==> src/design/spq_pkg.sv <==
package spq_pkg;

    localparam int CAPACITY_DEF = 16;
    localparam int TAG_BITS_DEF = 16;
    localparam int ID_BITS      = 16;
    localparam int TAG_W        = 16;
    localparam int PEND_W       = 5;

    localparam logic             KIND_OPEN  = 1'b0;
    localparam logic             KIND_SERVE = 1'b1;
    localparam logic [ID_BITS-1:0] ID_MAX   = {ID_BITS{1'b1}};
    localparam logic [1:0]       PRI_DEFAULT = 2'd2;

    typedef enum logic [1:0] {
        ST_OK        = 2'd0,
        ST_EMPTY     = 2'd1,
        ST_FULL      = 2'd2,
        ST_EXHAUSTED = 2'd3
    } status_t;

    typedef struct packed {
        logic             kind;
        logic [2:0]       priority_req;
        logic [TAG_W-1:0] payload_tag;
    } req_t;

    typedef struct packed {
        logic [1:0]         status;
        logic [ID_BITS-1:0] ticket_id;
        logic [1:0]         ticket_priority;
        logic [TAG_W-1:0]   ticket_tag;
        logic [PEND_W-1:0]  pending_count;
    } rsp_t;

    typedef struct packed {
        logic load;
        logic scan;
        logic commit;
    } spq_cmd_t;

    typedef struct packed {
        logic need_scan;
        logic scan_last;
    } spq_stat_t;

    function automatic logic [1:0] norm_priority(input logic [2:0] p);
        logic [1:0] r;
        begin
            if (p >= 3'd1 && p <= 3'd3)
            begin
                r = p[1:0];
            end
            else
            begin
                r = PRI_DEFAULT;
            end
            return r;
        end
    endfunction

endpackage

==> src/design/spq_ctrl.sv <==
module spq_ctrl
    import spq_pkg::*;
(
    input  logic      clk,
    input  logic      rst_n,
    input  logic      req_valid,
    output logic      req_ready,
    output logic      rsp_valid,
    input  logic      rsp_ready,
    input  spq_stat_t stat,
    output spq_cmd_t  cmd
);

    typedef enum logic [2:0] {
        S_IDLE = 3'b001,
        S_SCAN = 3'b010,
        S_DONE = 3'b100
    } state_t;

    state_t state_reg, state_next;
    logic   rsp_valid_reg, rsp_valid_next;

    assign req_ready = (state_reg == S_IDLE);
    assign rsp_valid = rsp_valid_reg;

    always_comb
    begin
        state_next = state_reg;
        cmd        = '0;
        unique case (state_reg)
            S_IDLE:
            begin
                cmd.load = req_valid;
                if (req_valid)
                begin
                    state_next = S_SCAN;
                end
            end
            S_SCAN:
            begin
                cmd.scan = stat.need_scan;
                if (!stat.need_scan || stat.scan_last)
                begin
                    state_next = S_DONE;
                end
            end
            S_DONE:
            begin
                // result register is free or being emptied this cycle
                cmd.commit = !rsp_valid_reg || rsp_ready;
                if (cmd.commit)
                begin
                    state_next = S_IDLE;
                end
            end
            default:
            begin
                state_next = S_IDLE;
            end
        endcase
    end

    always_comb
    begin
        rsp_valid_next = rsp_valid_reg;
        if (cmd.commit)
        begin
            rsp_valid_next = 1'b1;
        end
        else if (rsp_ready)
        begin
            rsp_valid_next = 1'b0;
        end
    end

    always_ff @(posedge clk or negedge rst_n)
    begin
        if (!rst_n)
        begin
            state_reg     <= S_IDLE;
            rsp_valid_reg <= 1'b0;
        end
        else
        begin
            state_reg     <= state_next;
            rsp_valid_reg <= rsp_valid_next;
        end
    end

endmodule

==> src/design/spq_dp.sv <==
module spq_dp
    import spq_pkg::*;
#(
    parameter int CAPACITY = CAPACITY_DEF,
    parameter int TAG_BITS = TAG_BITS_DEF
)
(
    input  logic      clk,
    input  logic      rst_n,
    input  req_t      req,
    input  spq_cmd_t  cmd,
    output spq_stat_t stat,
    output rsp_t      rsp
);

    localparam int CW = $clog2(CAPACITY + 1);
    localparam int IW = $clog2(CAPACITY);
    localparam int TW = (TAG_BITS < TAG_W) ? TAG_BITS : TAG_W;

    logic [ID_BITS-1:0] slot_id_reg  [CAPACITY];
    logic [1:0]         slot_pri_reg [CAPACITY];
    logic [TW-1:0]      slot_tag_reg [CAPACITY];

    logic [CW-1:0]      count_reg, count_next;
    logic               kind_reg;
    logic [1:0]         pri_reg;
    logic [TW-1:0]      tag_reg;
    logic [IW-1:0]      idx_reg;
    logic [ID_BITS-1:0] max_reg;
    rsp_t               rsp_reg, rsp_next;

    logic               is_full;
    logic               do_insert;
    logic               do_remove;
    logic [ID_BITS-1:0] new_id;
    logic [CAPACITY-1:0] keep;

    assign is_full = (count_reg == CW'(CAPACITY));
    assign new_id  = max_reg + ID_BITS'(1);

    assign stat.need_scan = (kind_reg == KIND_OPEN) && !is_full && (count_reg != '0);
    assign stat.scan_last = ((CW'(idx_reg) + CW'(1)) == count_reg);

    // sorted highest first, so keep is a prefix of the queued slots
    always_comb
    begin
        for (int i = 0; i < CAPACITY; i++)
        begin
            keep[i] = (CW'(i) < count_reg) && (slot_pri_reg[i] >= pri_reg);
        end
    end

    always_comb
    begin
        rsp_next   = '0;
        do_insert  = 1'b0;
        do_remove  = 1'b0;
        count_next = count_reg;
        if (kind_reg == KIND_SERVE)
        begin
            if (count_reg == '0)
            begin
                rsp_next.status = ST_EMPTY;
            end
            else
            begin
                do_remove                = 1'b1;
                count_next               = count_reg - CW'(1);
                rsp_next.status          = ST_OK;
                rsp_next.ticket_id       = slot_id_reg[0];
                rsp_next.ticket_priority = slot_pri_reg[0];
                rsp_next.ticket_tag      = TAG_W'(slot_tag_reg[0]);
            end
        end
        else if (is_full)
        begin
            rsp_next.status = ST_FULL;
        end
        else if (max_reg == ID_MAX)
        begin
            rsp_next.status = ST_EXHAUSTED;
        end
        else
        begin
            do_insert                = 1'b1;
            count_next               = count_reg + CW'(1);
            rsp_next.status          = ST_OK;
            rsp_next.ticket_id       = new_id;
            rsp_next.ticket_priority = pri_reg;
            rsp_next.ticket_tag      = TAG_W'(tag_reg);
        end
        rsp_next.pending_count = PEND_W'(count_next);
    end

    always_ff @(posedge clk or negedge rst_n)
    begin
        if (!rst_n)
        begin
            count_reg <= '0;
        end
        else if (cmd.commit)
        begin
            count_reg <= count_next;
        end
    end

    always_ff @(posedge clk)
    begin
        if (cmd.load)
        begin
            kind_reg <= req.kind;
            pri_reg  <= norm_priority(req.priority_req);
            tag_reg  <= req.payload_tag[TW-1:0];
            idx_reg  <= '0;
            max_reg  <= '0;
        end
        else if (cmd.scan)
        begin
            idx_reg <= idx_reg + IW'(1);
            if (slot_id_reg[idx_reg] > max_reg)
            begin
                max_reg <= slot_id_reg[idx_reg];
            end
        end
        if (cmd.commit)
        begin
            rsp_reg <= rsp_next;
        end
    end

    always_ff @(posedge clk)
    begin
        if (cmd.commit && do_insert)
        begin
            for (int i = 0; i < CAPACITY; i++)
            begin
                if (!keep[i])
                begin
                    if (i == 0 || keep[(i == 0) ? 0 : i - 1])
                    begin
                        slot_id_reg[i]  <= new_id;
                        slot_pri_reg[i] <= pri_reg;
                        slot_tag_reg[i] <= tag_reg;
                    end
                    else
                    begin
                        slot_id_reg[i]  <= slot_id_reg[(i == 0) ? 0 : i - 1];
                        slot_pri_reg[i] <= slot_pri_reg[(i == 0) ? 0 : i - 1];
                        slot_tag_reg[i] <= slot_tag_reg[(i == 0) ? 0 : i - 1];
                    end
                end
            end
        end
        else if (cmd.commit && do_remove)
        begin
            for (int i = 0; i < CAPACITY - 1; i++)
            begin
                slot_id_reg[i]  <= slot_id_reg[i + 1];
                slot_pri_reg[i] <= slot_pri_reg[i + 1];
                slot_tag_reg[i] <= slot_tag_reg[i + 1];
            end
        end
    end

    assign rsp = rsp_reg;

endmodule

==> src/design/stable_priority_ticket_queue.sv <==
// channel  dir  handshake              payload
// req      in   req_valid / req_ready  req  (kind, priority_req, payload_tag)
// rsp      out  rsp_valid / rsp_ready  rsp  (status, id, priority, tag, count)
//
// a serve, or an open on a full or empty queue, goes through accept, check and commit
// any other open walks the queued slots one per cycle for the largest identifier,
// then commits; the insert is the commit
// one request is in flight at a time; the result beat is valid after the commit
// a result beat waiting on rsp_ready holds the next one in its commit cycle
// rst_n empties the queue; slot contents are not cleared
module stable_priority_ticket_queue
    import spq_pkg::*;
#(
    parameter int CAPACITY = CAPACITY_DEF,
    parameter int TAG_BITS = TAG_BITS_DEF
)
(
    input  logic clk,
    input  logic rst_n,
    input  logic req_valid,
    output logic req_ready,
    input  req_t req,
    output logic rsp_valid,
    input  logic rsp_ready,
    output rsp_t rsp
);

    spq_cmd_t  cmd;
    spq_stat_t stat;

    spq_ctrl u_ctrl (
        .clk       (clk),
        .rst_n     (rst_n),
        .req_valid (req_valid),
        .req_ready (req_ready),
        .rsp_valid (rsp_valid),
        .rsp_ready (rsp_ready),
        .stat      (stat),
        .cmd       (cmd)
    );

    spq_dp #(
        .CAPACITY (CAPACITY),
        .TAG_BITS (TAG_BITS)
    ) u_dp (
        .clk   (clk),
        .rst_n (rst_n),
        .req   (req),
        .cmd   (cmd),
        .stat  (stat),
        .rsp   (rsp)
    );

    a_ok_fields: assert property (@(posedge clk) disable iff (!rst_n)
        rsp_valid && rsp.status == ST_OK |->
            rsp.ticket_id != '0 && rsp.ticket_priority != 2'd0)
        else $error("ok result with zero identifier or priority");

    a_err_zero: assert property (@(posedge clk) disable iff (!rst_n)
        rsp_valid && rsp.status != ST_OK |->
            rsp.ticket_id == '0 && rsp.ticket_priority == 2'd0 && rsp.ticket_tag == '0)
        else $error("error result carries entry fields");

    a_full_count: assert property (@(posedge clk) disable iff (!rst_n)
        rsp_valid && rsp.status == ST_FULL |-> rsp.pending_count == PEND_W'(CAPACITY))
        else $error("full status with queue not at capacity");

    a_one_in_flight: assert property (@(posedge clk) disable iff (!rst_n)
        req_valid && req_ready |=> !req_ready)
        else $error("second request taken while one is in flight");

endmodule
==> config.mk <==
export PLATFORM = sky130hd
export DESIGN_NAME = stable_priority_ticket_queue
export DESIGN_NICKNAME = d
export VERILOG_FILES = /design/src/design/spq_pkg.sv /design/src/design/spq_ctrl.sv /design/src/design/spq_dp.sv /design/src/design/stable_priority_ticket_queue.sv
export SDC_FILE = /design/constraint.sdc
export NUM_CORES = 2
export LEC_CHECK = 0
export ABC_CLOCK_PERIOD_IN_PS = 5350
export BUFFER_PORTS_ARGS = -buffer_cell sky130_fd_sc_hd__buf_2
export CORE_MARGIN = 10
export CORE_UTILIZATION = 35
export CTS_BUF_LIST = sky130_fd_sc_hd__clkbuf_8 sky130_fd_sc_hd__clkbuf_16
export DETAILED_ROUTE_END_ITERATION = 8
export GPL_TIMING_DRIVEN = 0
export SLEW_MARGIN = 20
export SYNTH_ARGS = -nofsm -noshare
export SYNTH_HDL_FRONTEND = slang
export SYNTH_SLANG_ARGS = --single-unit
==> constraint.sdc <==
create_clock -name clk -period 5.35 [get_ports clk]
set_clock_uncertainty 0.05 [all_clocks]
set_input_delay 1.605 -clock clk [delete_from_list [all_inputs] [get_ports clk]]
set_output_delay 1.605 -clock clk [all_outputs]
set_load 0.005 [all_outputs]
Yosys cells after proc, flatten, opt, wreduce, memory -nomap -nowiden
Memories as Yosys holds them, arrays and structs flattened. A register that Yosys moved wholly into a read port is not among the register bits.
Index checks and enable logic that the tools add are counted.
{ "word_totals": {"ff_bits": 89, "latch_bits": 0, "ramBits": 544, "mem_bits_ro": 0, "input_bits": 24, "out_inout_bits": 43, "word_cells": 429, "mem_count": 3} }
{ "classes": {"addsub": 5, "mul": 0, "n_div": 0, "magnitude_cmp": 35, "n_eq_ne": 9, "shift": 0, "muxes": 242, "n_bitwise": 91, "reduce_logical": 31} }
{ "memory_table": {"columns": ["memory", "words", "width", "read_ports", "rd_ports_with_merged_regs", "wr", "line", "text"], "rows": [
  ["u_dp.slot_id_reg", 16, 16, 17, 1, 16, "spq_dp.sv:20", "logic [ID_BITS-1:0] slot_id_reg [CAPACITY];"],
  ["u_dp.slot_tag_reg", 16, 16, 16, 0, 16, "spq_dp.sv:22", "logic [TW-1:0] slot_tag_reg [CAPACITY];"],
  ["u_dp.slot_pri_reg", 16, 2, 16, 0, 16, "spq_dp.sv:21", "logic [1:0] slot_pri_reg [CAPACITY];"]
]} }
{ "ops": {"columns": ["operator", "n"], "rows": [
  ["$mux W16", 60],
  ["$mux W1", 136],
  ["$mux W34", 3],
  ["$or A1 B1 Y1", 90],
  ["$mux W2", 32],
  ["$lt A4 B5 Y1 const A", 8],
  ["$mux W36", 1],
  ["$ge A2 B2 Y1", 16],
  ["$logic_and A1 B1 Y1", 21],
  ["$lt A3 B5 Y1 const A", 4],
  ["$mux W5", 4],
  ["$add A16 B1 Y16 const B", 1],
  ["$eq A16 B16 Y1 const B", 1],
  ["$gt A16 B16 Y1", 1],
  ["$lt A1 B5 Y1 const A", 2],
  ["$lt A2 B5 Y1 const A", 2],
  ["$mux W3", 3],
  ["$pmux W3 S3", 1],
  ["$mux W4", 2],
  ["$add A4 B1 Y5 const B", 1],
  ["$add A5 B1 Y5 const B", 1],
  ["$eq A5 B5 Y1", 1],
  ["$eq A5 B5 Y1 const B", 1],
  ["$logic_not A5 Y1", 1],
  ["other kinds (16)", 20]
]} }

Depth between registers and ports, before layout
{ "logic_depth": {"ltp_word": 9, "ltp_mapped": 14, "ltp_nobuf": 10} }

By module
Synthesis repeated with hierarchy kept, for this count alone.
{ "hier_totals": {"cells_unflattened": 2827, "hier_area_um2": 33674.8} }
{ "modules_own_cells": {"columns": ["module", "instances", "cells_each", "area_each_um2", "seq_area_each_um2"], "rows": [
  ["spq_dp", 1, 2805, 33449.6, 18743.0],
  ["spq_ctrl", 1, 22, 225.2, 101.3]
]} }

Least setup slack after synthesis
Ideal clock, no wire load.
{ "synth_timing": {"kind": "input -> register", "start": "input rsp_ready", "end": "memory u_dp.slot_id_reg[5][0], enable pin", "setup_time_ns": 0.682, "arrival_ns": 4.890, "t_required_ns": 4.618, "setup_slack_ns": -0.272, "cell_stages": 7, "n_path_buf": 2, "cell_sequence": "nand2b_1 nand2_1 clkinv_1 nand2_1 clkbuf_1 clkbuf_1 o21ai_0"} }
{ "synth_lines": {"columns": ["element", "line", "text"], "rows": [
  ["start: declaration", "stable_priority_ticket_queue.sv:24", "input logic rsp_ready,"],
  ["end: declaration", "spq_dp.sv:20", null]
]} }

==> key figures <==
CTS
  • H-tree levels: 3
  • Worst skew pair latency: 0.64 ns
  • PostCTS Resize Cnt: 2
  • Clock buffer depth: 3
  • Clock slew at reported path FFs: 0.06 ns
  • Clk sinks: 637
  • # hold bufs at CTS: 0
  • CTS tree: yes
  • Clk root buf: clkbuf_16
  • Setup Buffers After CTS: 0
  • Number of CTS-inserted buffers: 70

Pwr
  • Worst VDD drop: 0.283 mV
  • Clk pwr share: 0.312
  • Power share of the sequential group: 0.435
  • Comb power frac: 0.253
  • Tot Pwr: 14800 uW
  • Leakage power: 0.0125 uW
  • Sw Share: 0.322
  • Pwr dens: 392 nW/um2
  • Sw power: 4780 uW
  • Internal power: 10000 uW

Drt
  • TritonRoute pass-1 iters: 6
  • DR iter-0 viols: 3270
  • Antenna Nets Post-Route: 0
  • Total number of vias: 25800
  • Final WL: 112000 um
  • Remaining DRCs: 0
  • Vias/cell: 5.85
  • WL per Instance: 25.3 um

Placed design
  • Final RePlAce weighted congestion: 0.952
  • I/O Buffers: 66
  • Placed Instances: 4284
  • DPL Wire Length: 84400 um
  • Pre-CTS WS: -0.502 ns

Cells and area
  • Most frequent cells in the layout: edfxtp_1 (604), nand2_1 (442), nor2_1 (352)
  • P&R area growth vs syn: 14.1%
  • Final Util: 0.404
  • Final instance count without filler cells: 4411
  • Ant diodes: 0
  • Commonest non-fill, non-tap cell in the layout: edfxtp_1
  • Net count reported at finish: 3179
  • Layout cells sized above 1: 0.124

STA
  • Fmax: 0.198 GHz
  • Final period utilization: 0.945
  • RSZ-0062 raised after global routing: false
  • Post-route minimum period: 5.05 ns
  • Final worst setup slack: 0.296 ns
  • Worst slew pin tran: 1.18 ns
  • Final setup TNS: 0 ns
  • Max-slew headroom: 0.210
  • Final hold viol count: 0
  • Final setup viols: 0
  • Slew Viols, Final: 0

GRT
  • Largest net degree at the start of global routing: 34
  • Aggregate global routing overflow: 0
  • First-pass GRT wire length: 166000 um
  • Initial antenna violation count: 3
  • Vias in the first global route: 25400
  • Global Route Usage Sum: 0.202

Outcome
  • Outcome: finished clean

Worst setup path
  • WP data required: 5.79 ns
  • CP startpoint kind: flip-flop
  • CP max FO: 10
  • Worst R2R Setup Slack: 0.30 ns
  • Nature of the critical path endpoint: flip-flop
  • Crit path kind: reg -> reg
  • Critical Path AT: 5.49 ns

Synthesis
  • Yosys reg bits: 637
  • Syn_nets: 3022
  • Syn avg cell area: 11.2 um2
  • Ys Warns: 0
  • Async SR Flop Fraction: 0.0141
  • Post-synth top flop: edfxtp_1
  • Seq/Total Area, Yosys: 0.569
  • Mapped cell area: 33100 um2
  • EDFF count, synth: 604
  • Netlist cell types: 65
  • Post-Syn Instances: 2945

Die
  • Row cnt: 112
  • Initial Utilization: 0.354
  • Core footprint: 93600 um2
  • Die area: 107000 um2
  • I/O pin cnt: 67
  • Die width: 328 um
  • Die height: 328 um

Worst hold path
  • Hold crit path type: reg -> reg

Run
  • Max cap viols: 0
==> Yosys cell counts (3+ instances only) <==
master | count | area share
o211ai_1 | 25 | 0.0057
o221a_2 | 4 | 0.0014
edfxtp_1 | 604 | 0.55
a22oi_1 | 32 | 0.0073
a22o_1 | 26 | 0.0069
dfrtp_1 | 8 | 0.0060
o21ai_0 | 304 | 0.046
clkbuf_1 | 160 | 0.018
or3_1 | 6 | 0.0011
nand3_1 | 37 | 0.0056
o31ai_1 | 29 | 0.0066
nor2b_1 | 6 | 0.0011
nand2_1 | 449 | 0.051
or2_1 | 8 | 0.0015
nor3_1 | 8 | 0.0012
buf_1 | 24 | 0.0027
a21o_1 | 23 | 0.0052
nand2b_1 | 21 | 0.0040
nand4_1 | 9 | 0.0017
inv_1 | 40 | 0.0045
mux2_2 | 29 | 0.0099
buf_2 | 50 | 0.0076
or4_1 | 3 | 0.00068
nor2_1 | 352 | 0.040
ha_1 | 53 | 0.020
xnor2_1 | 31 | 0.0082
o21a_1 | 3 | 0.00068
dfxtp_1 | 24 | 0.015
a221o_1 | 103 | 0.031
o22ai_1 | 24 | 0.0045
a211oi_1 | 70 | 0.016
buf_4 | 3 | 0.00068
mux2i_1 | 147 | 0.044
buf_6 | 10 | 0.0034
o221ai_1 | 8 | 0.0021
mux4_2 | 64 | 0.044
and2_1 | 4 | 0.00076
nor4_1 | 6 | 0.0011
a21oi_1 | 100 | 0.015
xor2_1 | 4 | 0.0011
==> power by group through the flow <==
stage | sequential [uW] | combinational [uW] | clock (uW)
after floorplan | 6450 | 2400 | 0
after global placement | 6570 | 3520 | 0
after detailed placement | 6550 | 3690 | 0
after CTS | 6440 | 3720 | 4660
after global routing | 6480 | 4060 | 4820
final | 6450 | 3760 | 4620
==> metal layers <==
layer | share of wire | track usage
met4 | 0.043 | 0.0875
met3 | 0.080 | 0.0311
met5 | 0.000099 | 0
met2 | 0.46 | 0.317
met1 | 0.42 | 0.276
==> worst max-delay path, cell delays in order (launching register included) <==
cell	delay (ns)
dfxtp_1	0.30
buf_2	0.42
clkbuf_2	0.59
clkbuf_2	0.52
mux4_2	0.43
a22oi_1	0.20
nand2_1	0.15
ha_1	0.39
nand4_1	0.15
or4_1	0.69
a21o_1	0.21
a31oi_1	0.30
clkbuf_2	0.39
o31ai_1	0.11
==> through the flow <==
step | area [um2] | hold WS, ns
after floorplan | 33100 | 0.445
final | 37800 | 0.482
after CTS | 37800 | 0.480
after detailed placement | 35700 | 0.464
after global routing | 37800 | 0.511
after global placement | 35000 | 0.457
==> worst paths after layout <==
| path | startpoint | end | cells after the start |
|---|---|---|---|
| worst max-delay path | flip-flop | u_dp.max_reg[5]$_SDFFE_PP0P_ | 13 |
| worst min-delay path | u_dp.slot_tag_reg[3][50]$_DFFE_PP_ | u_dp.slot_tag_reg[3][34]$_DFFE_PP_ | 2 |
| worst max register to register | flip-flop | u_dp.max_reg[5]$_SDFFE_PP0P_ | 13 |
| worst min register to register | u_dp.slot_tag_reg[3][50]$_DFFE_PP_ | u_dp.slot_tag_reg[3][34]$_DFFE_PP_ | 2 |
| max in group asynchronous | rst_n | u_ctrl.state_reg[0]$_DFFE_PN1P_ | 1 |
| min in group asynchronous | rst_n | u_dp.count_reg[1]$_DFFE_PN0P_ | 1 |
==> logic make-up (layout without fill, tap and decap cells) <==
family / after synthesis / in the layout / synth area share
AO/OA/AOI/OAI: 765 / 765 / 0.152
XOR/XNOR: 35 / 35 / 0.00925
adder cells (fa/ha/maj): 53 / 53 / 0.0200
buffers and inverters: 288 / 500 / 0.0371
flip-flops: 637 / 637 / 0.569
multiplexers: 242 / 242 / 0.0985
AND/OR/NAND/NOR: 925 / 925 / 0.114
==> cell type report <==
type / count / area (um2)
Fill cell: 9221 / 55800
Sequential cell: 637 / 18800
Multi-Input combinational cell: 2020 / 13200
Clock buffer: 74 / 1820
Tap cell: 1254 / 1570
Buffer: 247 / 1090
Timing Repair Buffer: 85 / 838
Clock inverter: 53 / 279
Inverter: 41 / 155
Power figures use the tool's default switching activity.
